## src/rtl/mtd_pkg.sv

```systemverilog
package mtd_pkg;

    // Default counter width for tone timing.
    localparam int TICK_BITS_DEF = 16;

    // Widths of the configuration registers.
    localparam int THR_W   = 12;
    localparam int LIMIT_W = 16;

    // Register reset values.
    localparam logic [THR_W-1:0]   THRESHOLD_RST  = 12'd500;
    localparam logic [LIMIT_W-1:0] DOT_LIMIT_RST  = 16'd200;
    localparam logic [LIMIT_W-1:0] DASH_LIMIT_RST = 16'd600;
    localparam logic [LIMIT_W-1:0] LETTER_END_RST = 16'd800;

    // Register indexes on the configuration port.
    localparam logic [1:0] REG_THRESHOLD  = 2'd0;
    localparam logic [1:0] REG_DOT_LIMIT  = 2'd1;
    localparam logic [1:0] REG_DASH_LIMIT = 2'd2;
    localparam logic [1:0] REG_LETTER_END = 2'd3;

    // Result kinds.
    localparam logic [2:0] KIND_DOT  = 3'd0;
    localparam logic [2:0] KIND_DASH = 3'd1;
    localparam logic [2:0] KIND_SEP  = 3'd2;
    localparam logic [2:0] KIND_CHAR = 3'd3;
    localparam logic [2:0] KIND_WORD = 3'd4;
    localparam logic [2:0] KIND_END  = 3'd5;

    // Input modes.
    localparam logic MODE_TICK  = 1'b0;
    localparam logic MODE_FLUSH = 1'b1;

    // Character codes.
    localparam logic [6:0] CH_DOT     = 7'h2E;
    localparam logic [6:0] CH_DASH    = 7'h2D;
    localparam logic [6:0] CH_SPACE   = 7'h20;
    localparam logic [6:0] CH_UNKNOWN = 7'h3F;
    localparam logic [6:0] CH_NONE    = 7'h00;

    // Largest symbol count of a letter, and the count that marks an overlong letter.
    localparam logic [2:0] COUNT_MAX  = 3'd5;
    localparam logic [2:0] COUNT_OVER = 3'd6;

    // Result queue geometry.
    localparam int OUT_DEPTH = 4;
    localparam int OUT_PTR_W = $clog2(OUT_DEPTH);
    localparam int OUT_CNT_W = OUT_PTR_W + 1;

    typedef struct packed {
        logic        mode;
        logic [11:0] sample;
    } in_t;

    typedef struct packed {
        logic [2:0] kind;
        logic [6:0] char_code;
        logic       last;
    } out_t;

    // Results produced by one item, pushed into the queue together.
    typedef struct packed {
        logic [1:0] n;
        out_t       first;
        out_t       second;
    } push_t;

    // Letter lookup: bit i of pattern is symbol i, set for a dash.
    function automatic logic [6:0] decode_letter(input logic [2:0] count,
                                                 input logic [4:0] pattern);
        logic [6:0] ch;
        case ({count, pattern})
            {3'd2, 5'b00010}: ch = 7'h41; // A
            {3'd4, 5'b00001}: ch = 7'h42; // B
            {3'd4, 5'b00101}: ch = 7'h43; // C
            {3'd3, 5'b00001}: ch = 7'h44; // D
            {3'd1, 5'b00000}: ch = 7'h45; // E
            {3'd4, 5'b00100}: ch = 7'h46; // F
            {3'd3, 5'b00011}: ch = 7'h47; // G
            {3'd4, 5'b00000}: ch = 7'h48; // H
            {3'd2, 5'b00000}: ch = 7'h49; // I
            {3'd4, 5'b01110}: ch = 7'h4A; // J
            {3'd3, 5'b00101}: ch = 7'h4B; // K
            {3'd4, 5'b00010}: ch = 7'h4C; // L
            {3'd2, 5'b00011}: ch = 7'h4D; // M
            {3'd2, 5'b00001}: ch = 7'h4E; // N
            {3'd3, 5'b00111}: ch = 7'h4F; // O
            {3'd4, 5'b00110}: ch = 7'h50; // P
            {3'd4, 5'b01011}: ch = 7'h51; // Q
            {3'd3, 5'b00010}: ch = 7'h52; // R
            {3'd3, 5'b00000}: ch = 7'h53; // S
            {3'd1, 5'b00001}: ch = 7'h54; // T
            {3'd3, 5'b00100}: ch = 7'h55; // U
            {3'd4, 5'b01000}: ch = 7'h56; // V
            {3'd3, 5'b00110}: ch = 7'h57; // W
            {3'd4, 5'b01001}: ch = 7'h58; // X
            {3'd4, 5'b01101}: ch = 7'h59; // Y
            {3'd4, 5'b00011}: ch = 7'h5A; // Z
            {3'd5, 5'b11110}: ch = 7'h31; // 1
            {3'd5, 5'b11100}: ch = 7'h32; // 2
            {3'd5, 5'b11000}: ch = 7'h33; // 3
            {3'd5, 5'b10000}: ch = 7'h34; // 4
            {3'd5, 5'b00000}: ch = 7'h35; // 5
            {3'd5, 5'b00001}: ch = 7'h36; // 6
            {3'd5, 5'b00011}: ch = 7'h37; // 7
            {3'd5, 5'b00111}: ch = 7'h38; // 8
            {3'd5, 5'b01111}: ch = 7'h39; // 9
            {3'd5, 5'b11111}: ch = 7'h30; // 0
            default:          ch = CH_UNKNOWN;
        endcase
        return ch;
    endfunction

endpackage

```

## src/rtl/morse_tone_decoder.sv

```systemverilog
// Results: the results of an item are written into the result queue at the edge that
// accepts the item, and m_valid follows from the registered queue fill level.
// Throughput: one item per cycle while items cause at most one result and m_ready is high;
// an item with two results is given out one result at a time by the single result port.
// s_ready is high while the four-entry queue has room for two results.
// Reset (aresetn low, synchronous): tone and letter state cleared, registers at defaults.
module morse_tone_decoder #(
    parameter int TICK_BITS = mtd_pkg::TICK_BITS_DEF
) (
    input  logic           aclk,
    input  logic           aresetn,
    input  logic           s_valid,
    output logic           s_ready,
    input  mtd_pkg::in_t   s_data,
    output logic           m_valid,
    input  logic           m_ready,
    output mtd_pkg::out_t  m_data,
    input  logic           psel,
    input  logic           penable,
    input  logic           pwrite,
    input  logic [3:0]     paddr,
    input  logic [31:0]    pwdata,
    output logic [31:0]    prdata,
    output logic           pready
);

    localparam int CMP_W = (TICK_BITS > mtd_pkg::LIMIT_W) ? TICK_BITS : mtd_pkg::LIMIT_W;

    logic [mtd_pkg::THR_W-1:0]   threshold_reg;
    logic [mtd_pkg::LIMIT_W-1:0] dot_limit_reg;
    logic [mtd_pkg::LIMIT_W-1:0] dash_limit_reg;
    logic [mtd_pkg::LIMIT_W-1:0] letter_end_reg;

    logic                 tone_active_reg, tone_active_next;
    logic [TICK_BITS-1:0] tone_ticks_reg, tone_ticks_next;
    logic [4:0]           symbol_pattern_reg, symbol_pattern_next;
    logic [2:0]           symbol_count_reg, symbol_count_next;
    logic                 space_pending_reg, space_pending_next;

    logic                 accept;
    logic                 room;
    logic                 cfg_write;
    logic [TICK_BITS-1:0] ticks_inc;
    logic [CMP_W-1:0]     dur;
    logic                 tone_on;
    logic [6:0]           letter;
    mtd_pkg::push_t       push;

    assign pready    = 1'b1;
    assign cfg_write = psel && penable && pwrite;
    assign s_ready   = room;
    assign accept    = s_valid && s_ready;

    // Configuration register writes.
    always_ff @(posedge aclk) begin
        if (!aresetn) begin
            threshold_reg  <= mtd_pkg::THRESHOLD_RST;
            dot_limit_reg  <= mtd_pkg::DOT_LIMIT_RST;
            dash_limit_reg <= mtd_pkg::DASH_LIMIT_RST;
            letter_end_reg <= mtd_pkg::LETTER_END_RST;
        end else if (cfg_write) begin
            case (paddr[3:2])
                mtd_pkg::REG_THRESHOLD:  threshold_reg  <= pwdata[mtd_pkg::THR_W-1:0];
                mtd_pkg::REG_DOT_LIMIT:  dot_limit_reg  <= pwdata[mtd_pkg::LIMIT_W-1:0];
                mtd_pkg::REG_DASH_LIMIT: dash_limit_reg <= pwdata[mtd_pkg::LIMIT_W-1:0];
                mtd_pkg::REG_LETTER_END: letter_end_reg <= pwdata[mtd_pkg::LIMIT_W-1:0];
                default: ;
            endcase
        end
    end

    // Register read-back.
    always_comb begin
        case (paddr[3:2])
            mtd_pkg::REG_THRESHOLD:  prdata = 32'(threshold_reg);
            mtd_pkg::REG_DOT_LIMIT:  prdata = 32'(dot_limit_reg);
            mtd_pkg::REG_DASH_LIMIT: prdata = 32'(dash_limit_reg);
            mtd_pkg::REG_LETTER_END: prdata = 32'(letter_end_reg);
            default:                 prdata = '0;
        endcase
    end

    // Saturating tick count, the tone test and the pending letter lookup.
    assign ticks_inc = (tone_ticks_reg != {TICK_BITS{1'b1}}) ?
                       tone_ticks_reg + TICK_BITS'(1) : tone_ticks_reg;
    assign dur       = CMP_W'(ticks_inc);
    assign tone_on   = (s_data.sample > threshold_reg);
    assign letter    = mtd_pkg::decode_letter(symbol_count_reg, symbol_pattern_reg);

    // State update and results for the accepted item.
    always_comb begin
        logic       is_dash;
        logic       add_sym;
        is_dash             = 1'b0;
        add_sym             = 1'b0;
        tone_active_next    = tone_active_reg;
        tone_ticks_next     = tone_ticks_reg;
        symbol_pattern_next = symbol_pattern_reg;
        symbol_count_next   = symbol_count_reg;
        space_pending_next  = space_pending_reg;
        push.n              = 2'd0;
        push.first          = '{kind: mtd_pkg::KIND_END, char_code: mtd_pkg::CH_NONE,
                                last: 1'b0};
        push.second         = '{kind: mtd_pkg::KIND_END, char_code: mtd_pkg::CH_NONE,
                                last: 1'b1};

        if (accept) begin
            if (s_data.mode == mtd_pkg::MODE_FLUSH) begin
                // Flush: pending letter if any, then message end.
                if (symbol_count_reg != 3'd0) begin
                    push.n     = 2'd2;
                    push.first = '{kind: mtd_pkg::KIND_CHAR, char_code: letter,
                                   last: 1'b0};
                end else begin
                    push.n     = 2'd1;
                    push.first = '{kind: mtd_pkg::KIND_END, char_code: mtd_pkg::CH_NONE,
                                   last: 1'b1};
                end
                symbol_pattern_next = '0;
                symbol_count_next   = '0;
                space_pending_next  = 1'b0;
            end else if (!tone_active_reg) begin
                // Idle: a sample above the threshold starts a tone.
                if (tone_on) begin
                    tone_active_next = 1'b1;
                    tone_ticks_next  = '0;
                end
            end else begin
                // Tone in progress: time it and classify it when it ends.
                tone_ticks_next = ticks_inc;
                if (!tone_on) begin
                    tone_active_next = 1'b0;
                    if (dur < CMP_W'(dot_limit_reg)) begin
                        add_sym    = 1'b1;
                        push.n     = 2'd1;
                        push.first = '{kind: mtd_pkg::KIND_DOT, char_code: mtd_pkg::CH_DOT,
                                       last: 1'b1};
                    end else if (dur < CMP_W'(dash_limit_reg)) begin
                        add_sym    = 1'b1;
                        is_dash    = 1'b1;
                        push.n     = 2'd1;
                        push.first = '{kind: mtd_pkg::KIND_DASH,
                                       char_code: mtd_pkg::CH_DASH, last: 1'b1};
                    end else if (dur >= CMP_W'(letter_end_reg)) begin
                        // Separator echo, then the letter or a pending word space, if there is one.
                        push.first = '{kind: mtd_pkg::KIND_SEP,
                                       char_code: mtd_pkg::CH_SPACE, last: 1'b1};
                        push.n     = 2'd1;
                        if (symbol_count_reg != 3'd0) begin
                            push.n           = 2'd2;
                            push.first.last  = 1'b0;
                            push.second      = '{kind: mtd_pkg::KIND_CHAR,
                                                 char_code: letter, last: 1'b1};
                            symbol_pattern_next = '0;
                            symbol_count_next   = '0;
                        end else if (space_pending_reg) begin
                            push.n           = 2'd2;
                            push.first.last  = 1'b0;
                            push.second      = '{kind: mtd_pkg::KIND_WORD,
                                                 char_code: mtd_pkg::CH_SPACE,
                                                 last: 1'b1};
                        end
                        space_pending_next = !space_pending_reg;
                    end
                end
            end
        end

        // Append a dot or dash to the letter; a sixth symbol marks it overlong.
        if (add_sym) begin
            space_pending_next = 1'b0;
            if (symbol_count_reg < mtd_pkg::COUNT_MAX) begin
                symbol_pattern_next = symbol_pattern_reg |
                                      (5'(is_dash) << symbol_count_reg);
                symbol_count_next   = symbol_count_reg + 3'd1;
            end else begin
                symbol_count_next = mtd_pkg::COUNT_OVER;
            end
        end
    end

    always_ff @(posedge aclk) begin
        if (!aresetn) begin
            tone_active_reg    <= 1'b0;
            tone_ticks_reg     <= '0;
            symbol_pattern_reg <= '0;
            symbol_count_reg   <= '0;
            space_pending_reg  <= 1'b0;
        end else begin
            tone_active_reg    <= tone_active_next;
            tone_ticks_reg     <= tone_ticks_next;
            symbol_pattern_reg <= symbol_pattern_next;
            symbol_count_reg   <= symbol_count_next;
            space_pending_reg  <= space_pending_next;
        end
    end

    // Result queue between the decoder and the output channel.
    mtd_out_fifo u_out_fifo (
        .aclk    (aclk),
        .aresetn (aresetn),
        .push    (push),
        .room    (room),
        .m_valid (m_valid),
        .m_ready (m_ready),
        .m_data  (m_data)
    );

    // A flush leaves no letter and no pending separator behind.
    assert property (@(posedge aclk) disable iff (!aresetn)
        (accept && s_data.mode == mtd_pkg::MODE_FLUSH) |=>
        (symbol_count_reg == 3'd0 && symbol_pattern_reg == 5'd0 && !space_pending_reg))
        else $error("flush did not clear the letter state");

    // The symbol count never goes past the overlong mark.
    assert property (@(posedge aclk) disable iff (!aresetn)
        symbol_count_reg <= mtd_pkg::COUNT_OVER)
        else $error("symbol count out of range");

    // A tick with no tone running never causes a result.
    assert property (@(posedge aclk) disable iff (!aresetn)
        (accept && s_data.mode == mtd_pkg::MODE_TICK && !tone_active_reg) |->
        (push.n == 2'd0))
        else $error("result caused while no tone was running");

endmodule

```

## src/rtl/mtd_out_fifo.sv

```systemverilog
module mtd_out_fifo (
    input  logic            aclk,
    input  logic            aresetn,
    input  mtd_pkg::push_t  push,
    output logic            room,
    output logic            m_valid,
    input  logic            m_ready,
    output mtd_pkg::out_t   m_data
);

    localparam int PW = mtd_pkg::OUT_PTR_W;
    localparam int CW = mtd_pkg::OUT_CNT_W;

    mtd_pkg::out_t  mem_reg [mtd_pkg::OUT_DEPTH];
    logic [PW-1:0]  rd_ptr_reg, rd_ptr_next;
    logic [PW-1:0]  wr_ptr_reg, wr_ptr_next;
    logic [CW-1:0]  count_reg, count_next;
    logic           pop;

    // Output side reads the head entry.
    assign m_valid = (count_reg != '0);
    assign m_data  = mem_reg[rd_ptr_reg];
    assign pop     = m_valid && m_ready;

    // Room for the two results an item may cause.
    assign room = (count_reg <= CW'(mtd_pkg::OUT_DEPTH - 2));

    // Pointer and fill level updates.
    always_comb begin
        rd_ptr_next = rd_ptr_reg + PW'(pop);
        wr_ptr_next = wr_ptr_reg + PW'(push.n);
        count_next  = count_reg + CW'(push.n) - CW'(pop);
    end

    always_ff @(posedge aclk) begin
        if (!aresetn) begin
            rd_ptr_reg <= '0;
            wr_ptr_reg <= '0;
            count_reg  <= '0;
        end else begin
            rd_ptr_reg <= rd_ptr_next;
            wr_ptr_reg <= wr_ptr_next;
            count_reg  <= count_next;
        end
    end

    // Entry writes; the second result goes one slot after the first.
    always_ff @(posedge aclk) begin
        if (push.n != 2'd0) begin
            mem_reg[wr_ptr_reg] <= push.first;
        end
        if (push.n == 2'd2) begin
            mem_reg[wr_ptr_reg + PW'(1)] <= push.second;
        end
    end

    // The fill level never passes the depth.
    assert property (@(posedge aclk) disable iff (!aresetn)
        count_reg <= CW'(mtd_pkg::OUT_DEPTH))
        else $error("result queue overfilled");

    // Results are only pushed when there is room for them.
    assert property (@(posedge aclk) disable iff (!aresetn)
        (push.n != 2'd0) |-> room)
        else $error("push into result queue without room");

    // A pop with no push lowers the fill level by one.
    assert property (@(posedge aclk) disable iff (!aresetn)
        (pop && push.n == 2'd0) |=> (count_reg == $past(count_reg) - CW'(1)))
        else $error("result queue level did not drop on pop");

endmodule

```

## config.mk

```make
export PLATFORM = sky130hd
export DESIGN_NAME = morse_tone_decoder
export DESIGN_NICKNAME = d
export VERILOG_FILES = /design/src/rtl/mtd_pkg.sv /design/src/rtl/morse_tone_decoder.sv /design/src/rtl/mtd_out_fifo.sv
export SDC_FILE = /design/constraint.sdc
export NUM_CORES = 1
export LEC_CHECK = 0
export ABC_AREA = 1
export ABC_CLOCK_PERIOD_IN_PS = 4600
export BUFFER_PORTS_ARGS = -buffer_cell sky130_fd_sc_hd__buf_2
export CAP_MARGIN = 15
export CORE_MARGIN = 4
export CORE_UTILIZATION = 55
export DETAILED_ROUTE_END_ITERATION = 16
export PLACE_DENSITY = 0.76
export SYNTH_ARGS = -nofsm -noshare
export SYNTH_HDL_FRONTEND = slang
export SYNTH_SLANG_ARGS = --single-unit
```

## constraint.sdc

```tcl
create_clock -name aclk -period 4.6 [get_ports aclk]
set_input_delay 0.69 -clock aclk [delete_from_list [all_inputs] [get_ports aclk]]
set_output_delay 0.69 -clock aclk [all_outputs]
set_load 0.01 [all_outputs]
```

==> results.cfg, run 1 <==
[routing]
vias = 8670
drtIter0Drc = 831
drt-wirelength-per-cell_um = 14.88
drt-met1-wl_um = 10540
met3WireLength_um = 1587
wirelength_um = 23420
ant_nets = 0
drc = 0
vias_per_cell = 5.508
dr.pass1.iters = 6
highest_layer = met4
route.met2.wl_um = 10760

[sta]
finalCritPeriodShare_pct = 95.12
setup_slack_ps = 224.5
relSlewSlack_pct = 30.87
finalSetupViolCount = 0
min_period_ps = 4376
final-hold-violation-count = 0
fin_setup_tns_ps = 0
fin_skew_ps = 6.591
tightest_slew_ps = 1033
max_clock_freq_ghz = 0.2285
slew_violations = 0

[layout]
multi_input_area_um2 = 4982
register_area_um2 = 3144
area_growth_pct = 15.98
drive_gt1_share_pct = 13.99
largest_register_ffs = 44
fillCellCount = 1366
antenna_cells = 0
final_nets = 1469

[floorplanning]
pin_count = 102
die_x_um = 135.2
dieArea_um2 = 18290
fp.dieH_um = 135.2
initial_core_util_pct = 56.04
fp.coreArea_um2 = 15890
rows = 46

[synth]
synthDistinctLibCells = 48
yosys.area.top_type = dfxtp_1
ys_seq_elements = 137
async_flop_share_pct = 0
synth.cells.most_frequent = nand2_1 (289), inv_1 (155), nor2_1 (119), a21oi_1 (115), o21ai_0 (109)
synth_edf_count = 40
yosysSeqAreaShare_pct = 35.31
syn_avg_cell_area_um2 = 7.054
yosysMostFrequentCell = nand2_1
yosysTopAreaCellShare_pct = 21.81
synthCells = 1262
netlist_area_um2 = 8902
yosys_warnings = 0
synth-main-ff-cell = dfxtp_1
yosys-top-cells-area = dfxtp_1 (22%), edfxtp_1 (13%), nand2_1 (12%)

[place]
dp_hpwl_um = 17180
gp_congestion = 0.8985
portBuffers = 66
dp_slack_ps = 99.36

[run_status]
status = finished clean

[cts]
root_buffer = clkbuf_16
tritoncts = built
clk_latency_ps = 430
cts.sinks = 137
htree_levels = 4
clk_pin_slew_ps = 60
cts_buffer_depth = 2
cts_inserted_buffers = 17

[worst_setup_path]
cp_data_arrival_time_ps = 4740
crit_required_ps = 4970
startpoint = tone_ticks_reg[1]$_SDFFE_PN0P_
cpPeakStageDelay_ps = 560
worstSetupStartpointType = register
crit_slowest_cell = fa_2
critical_path.max_fanout = 3
rr_startpoint = tone_ticks_reg[1]$_SDFFE_PN0P_
crit_top_cell = nand2_1
endpoint_kind = register
critPathKind = reg -> reg

[global_route]
grt_max_degree = 53
grt_usage_pct = 26.09
grt_pass1_wl_um = 38940
grt_pass1_vias = 8233
antenna_found_initial = 0
grt.overflow.total = 0

[power_and_ir_drop]
power.density_nw_per_um2 = 341.3
leakagePower_uw = 0.004711
ir_drop_v = 0.0002839

[hold_path]
worstHoldStart = threshold_reg[1]$_SDFFE_PN0P_
min_path_type = reg -> reg

[run]
drv_cap = 0
[layout make-up]
type / count / area share (%)
multi-input cells: 919 / 48.25
flip-flops and latches: 137 / 30.45
repair buffers: 110 / 6.883
inverters: 161 / 5.853
clock buffers: 22 / 4.847
well taps: 216 / 2.618
clock inverters: 9 / 1.091
[worst max-delay path: cells and delay by family, from the launching register on]
| kind | cells | cell delay, ps |
|---|---|---|
| xor gates and xnor gates | 1 | 110 |
| buffers and inverters | 5 | 420 |
| and+or+nand+nor | 19 | 2200 |
| DFF | 1 | 330 |
| adders and majority gates | 4 | 1280 |
[power breakdown]
| part | internal (µW) | leakage [µW] | switching (µW) |
|---|---|---|---|
| sequential | 1300 | 0.00113 | 56.9 |
| combinational | 267 | 0.00329 | 489 |
| clock | 881 | 0.000296 | 527 |
[cells by family (layout without fill, tap and decap cells)]
| family | count (synthesis) | in the layout | synth area share [%] |
|---|---|---|---|
| AND/OR/NAND/NOR | 539 | 539 | 25.69 |
| flip-flops | 137 | 137 | 35.31 |
| other | 2 | 17 | 0.08436 |
| adder cells (fa/ha/maj) | 67 | 67 | 9.501 |
| XOR/XNOR | 15 | 15 | 1.476 |
| buffers and inverters | 221 | 302 | 10.57 |
| AO/OA/AOI/OAI | 281 | 281 | 17.37 |
[final timing paths]
kind,end,slack (ps),cells after the start
setup / recovery,u_out_fifo.count_reg[1]$_SDFF_PN0_,220,29
hold / removal,threshold_reg[1]$_SDFFE_PN0P_,470,2
setup reg to reg,u_out_fifo.count_reg[1]$_SDFF_PN0_,220,29
hold reg to reg,threshold_reg[1]$_SDFFE_PN0P_,470,2
[per-layer routing]
| metal | vias up | global-route usage [%] |
|---|---|---|
| li1 | 4342 | - |
| met4 | 0 | 8.455 |
| met1 | 3930 | 35.28 |
| met3 | 54 | 4.495 |
| met2 | 344 | 42.64 |
| met5 | - | 0 |
[stage by stage]
stage	utilization, %	cells	area [µm²]	hold slack, ps	total power [µW]
after global routing	65.00	1574	10320	506.4	3693
after CTS	63.98	1567	10160	478.9	3506
after detailed placement	60.12	1536	9550	470.4	2111
final	65.00	1574	10320	474.9	3524
after global placement	60.12	1536	9550	465.2	2084
after floorplan	-	1277	8959	447.9	1870
[cell usage in the layout (no fill, tap or decap), types with 4 or more instances in the layout]
| master | count |
|---|---|
| inv_2 | 6 |
| inv_1 | 155 |
| nor3_2 | 4 |
| xnor2_1 | 7 |
| o21ai_0 | 107 |
| nand4_1 | 12 |
| nand2_1 | 287 |
| buf_12 | 4 |
| nor4_1 | 5 |
| nand3_2 | 5 |
| buf_4 | 40 |
| edfxtp_1 | 40 |
| o211ai_1 | 19 |
| o22ai_1 | 13 |
| nor3_1 | 11 |
| nor2_1 | 114 |
| dfxtp_1 | 96 |
| nand2_2 | 7 |
| nor2_2 | 10 |
| nand3_1 | 72 |
| clkbuf_16 | 19 |
| o221ai_1 | 4 |
| xor2_1 | 7 |
| ha_1 | 63 |
| conb_1 | 17 |
| a21oi_1 | 114 |
| buf_2 | 66 |
[timing repair]
action / in CTS / in global routing
resized for setup: 0 / 25
setup endpoints to repair: 0 / 92
setup buffers: 0 / 7
hold buffers: 0 / 0
Power figures use the tool's default switching activity.
==> inputs of run 2 (changes only) <==
--- a/config.mk
+++ b/config.mk
@@ -5,7 +5,6 @@
 export SDC_FILE = /design/constraint.sdc
 export NUM_CORES = 1
 export LEC_CHECK = 0
-export ABC_AREA = 1
 export ABC_CLOCK_PERIOD_IN_PS = 4600
 export BUFFER_PORTS_ARGS = -buffer_cell sky130_fd_sc_hd__buf_2
 export CAP_MARGIN = 15
==> results.cfg, run 2 <==
[cts]
clk_pin_slew_ps = 60
htree_levels = 4
root_buffer = clkbuf_16
tritoncts = built
cts.sinks = 137
cts_inserted_buffers = 17
clk_latency_ps = 430
cts_buffer_depth = 2

[synth]
yosysSeqAreaShare_pct = 34.66
async_flop_share_pct = 0
yosysMostFrequentCell = nand2_1
synthCells = 1042
yosys-top-cells-area = dfxtp_1 (21%), edfxtp_1 (13%), ha_1 (9.1%)
synthDistinctLibCells = 74
synth_edf_count = 40
yosysTopAreaCellShare_pct = 21.41
yosys_warnings = 0
netlist_area_um2 = 9069
synth-main-ff-cell = dfxtp_1
synth.cells.most_frequent = nand2_1 (171), dfxtp_1 (97), inv_1 (72), ha_1 (66), a21boi_0 (60)
syn_avg_cell_area_um2 = 8.703
ys_seq_elements = 137
yosys.area.top_type = dfxtp_1

[power_and_ir_drop]
leakagePower_uw = 0.004015
ir_drop_v = 0.0002597
power.density_nw_per_um2 = 315.4

[routing]
vias_per_cell = 6.058
ant_nets = 0
drc = 0
drt-wirelength-per-cell_um = 17.86
dr.pass1.iters = 6
drtIter0Drc = 882
vias = 8160
wirelength_um = 24060

[hold_path]
hold_depth = 2
hold_end = dash_limit_reg[15]$_SDFFE_PN0P_
worstHoldStart = dash_limit_reg[15]$_SDFFE_PN0P_
min_path_type = reg -> reg

[layout]
final_cells = 1347
antenna_cells = 0
layout_common_cells = nand2_1 (170), dfxtp_1 (88), inv_1 (71)
area_growth_pct = 15.96
final_nets = 1241
largest_register_ffs = 44
final_common_cell = nand2_1
drive_gt1_share_pct = 19.19
final_cell_area_um2 = 10520

[global_route]
grt_pass1_wl_um = 38400
grt.overflow.total = 0
grt_pass1_vias = 7599
grt_max_degree = 66
antenna_found_initial = 0
grt_usage_pct = 25.90

[worst_setup_path]
critical_path.max_fanout = 6
cp_data_arrival_time_ps = 4840
r2r_setup_slack_ps = 80
endpoint_kind = register
cp_top_family = simple AND/OR/NAND/NOR gates
critPathKind = reg -> reg
rr_startpoint = tone_ticks_reg[11]$_SDFFE_PN0P_
crit_required_ps = 4920
cpPeakStageDelay_ps = 410
r2r_end = u_out_fifo.count_reg[2]$_SDFF_PN0_
r2r_cells = 18
crit_top_cell = nand4_1
crit_chain = nand4_1 -> nor4_4 -> nor2_2 -> nand4_1 -> nor3_1 -> xor2_1 -> ha_1 -> nand4_1 -> nor3_2 -> nand2_1 -> o311ai_4 -> buf_4 -> a211oi_1 -> o31a_1 -> ha_1 -> fa_2 -> xnor2_1 -> and2_1
crit_cells = 18
worstSetupStartpointType = register
crit_slowest_cell = nor4_4
cp_num_buf_inv = 1

[floorplanning]
pin_count = 102
fp.dieH_um = 136.4
die_x_um = 136.4
dieArea_um2 = 18610
rows = 46
initial_core_util_pct = 56.68
fp.coreArea_um2 = 16000

[sta]
fin_setup_tns_ps = 0
relSlewSlack_pct = 34.96
finalCritPeriodShare_pct = 98.15
max_clock_freq_ghz = 0.2215
final-hold-violation-count = 0
setup_slack_ps = 84.87
fin_skew_ps = 8.901
finalSetupViolCount = 0
rsz0062_at_grt = true
min_period_ps = 4515
tightest_slew_ps = 968.1
slew_violations = 0
holdWs_ps = 464.8

[place]
dp_slack_ps = -5.655
placedCellCount = 1307
dp_hpwl_um = 16950
portBuffers = 66
gp_congestion = 0.9350
place_area_um2 = 9692

[run]
drv_cap = 0

[run_status]
status = finished clean
-- run 2: final cells by class --
class,count,area (µm²)
Inverter,74,277.8
Fill cell,1312,5484
Sequential cell,137,3162
Timing Repair Buffer,117,720.7
Tap cell,216,270.3
Clock inverter,14,195.2
Multi-Input combinational cell,771,5461
Clock buffer,18,429.2
-- run 2: timing repair --
| action | CTS | global route |
|---|---|---|
| pin swaps | 0 | 22 |
| hold buffers | 0 | 0 |
| setup buffers | 0 | 8 |
| endpoints found under the hold margin | 0 | 0 |
| gates resized for setup | 1 | 38 |
| setup endpoints to repair | 1 | 77 |
-- run 2: layer usage --
| layer | GRT usage, % | vias to the layer above | share of wire [%] |
|---|---|---|---|
| li1 | - | 3888 | - |
| met1 | 35.26 | 3825 | 43 |
| met3 | 5.329 | 56 | 7.0 |
| met5 | 0 | - | 0 |
| met4 | 9.071 | 0 | 2.4 |
| met2 | 41.06 | 391 | 48 |
-- run 2: how the worst max path moves through the flow --
stage / startpoint / to / slack [ps]
3_5_place_dp: tone_ticks_reg[1]$_SDFFE_PN0P_ / u_out_fifo.count_reg[2]$_SDFF_PN0_ / -6
5_1_grt: tone_ticks_reg[11]$_SDFFE_PN0P_ / u_out_fifo.count_reg[2]$_SDFF_PN0_ / -110
6_report: tone_ticks_reg[11]$_SDFFE_PN0P_ / u_out_fifo.count_reg[2]$_SDFF_PN0_ / 80
2_1_floorplan: tone_ticks_reg[0]$_SDFFE_PN0P_ / u_out_fifo.count_reg[2]$_SDFF_PN0_ / 10
4_1_cts: tone_ticks_reg[11]$_SDFFE_PN0P_ / u_out_fifo.mem_reg[2][7]$_DFFE_PP_ / 20
3_3_place_gp: tone_ticks_reg[1]$_SDFFE_PN0P_ / u_out_fifo.count_reg[2]$_SDFF_PN0_ / 110
-- run 2: power by group --
part	total [µW]	switching, µW	internal (µW)	leakage [µW]
clock	1470	563	910	0.000291
combinational	492	259	233	0.00256
sequential	1350	63.6	1290	0.00117
total	3320	886	2430	0.00401
-- run 2: worst min-delay path: stages, from the launching register on --
cell      delay [ps]
dfxtp_1          310
nand2_1           50
a21boi_0          60
-- run 2: cell families after synthesis --
group / Yosys count / share of synthesized area (%)
xor gates and xnor gates: 21 / 2.028
AOI/OAI and AO/OA: 265 / 20.31
muxes: 29 / 6.402
other: 2 / 0.08281
DFF: 137 / 34.66
adders and majority gates: 67 / 9.327
and+or+nand+nor: 372 / 20.14
buffers and inverters: 149 / 7.050
-- run 2: per-stage QoR --
step	total power (µW)	utilization [%]
2_1_floorplan	1703	-
3_3_place_gp	1844	60.57
3_5_place_dp	1858	60.57
4_1_cts	3313	64.51
5_1_grt	3431	65.73
6_report	3317	65.73
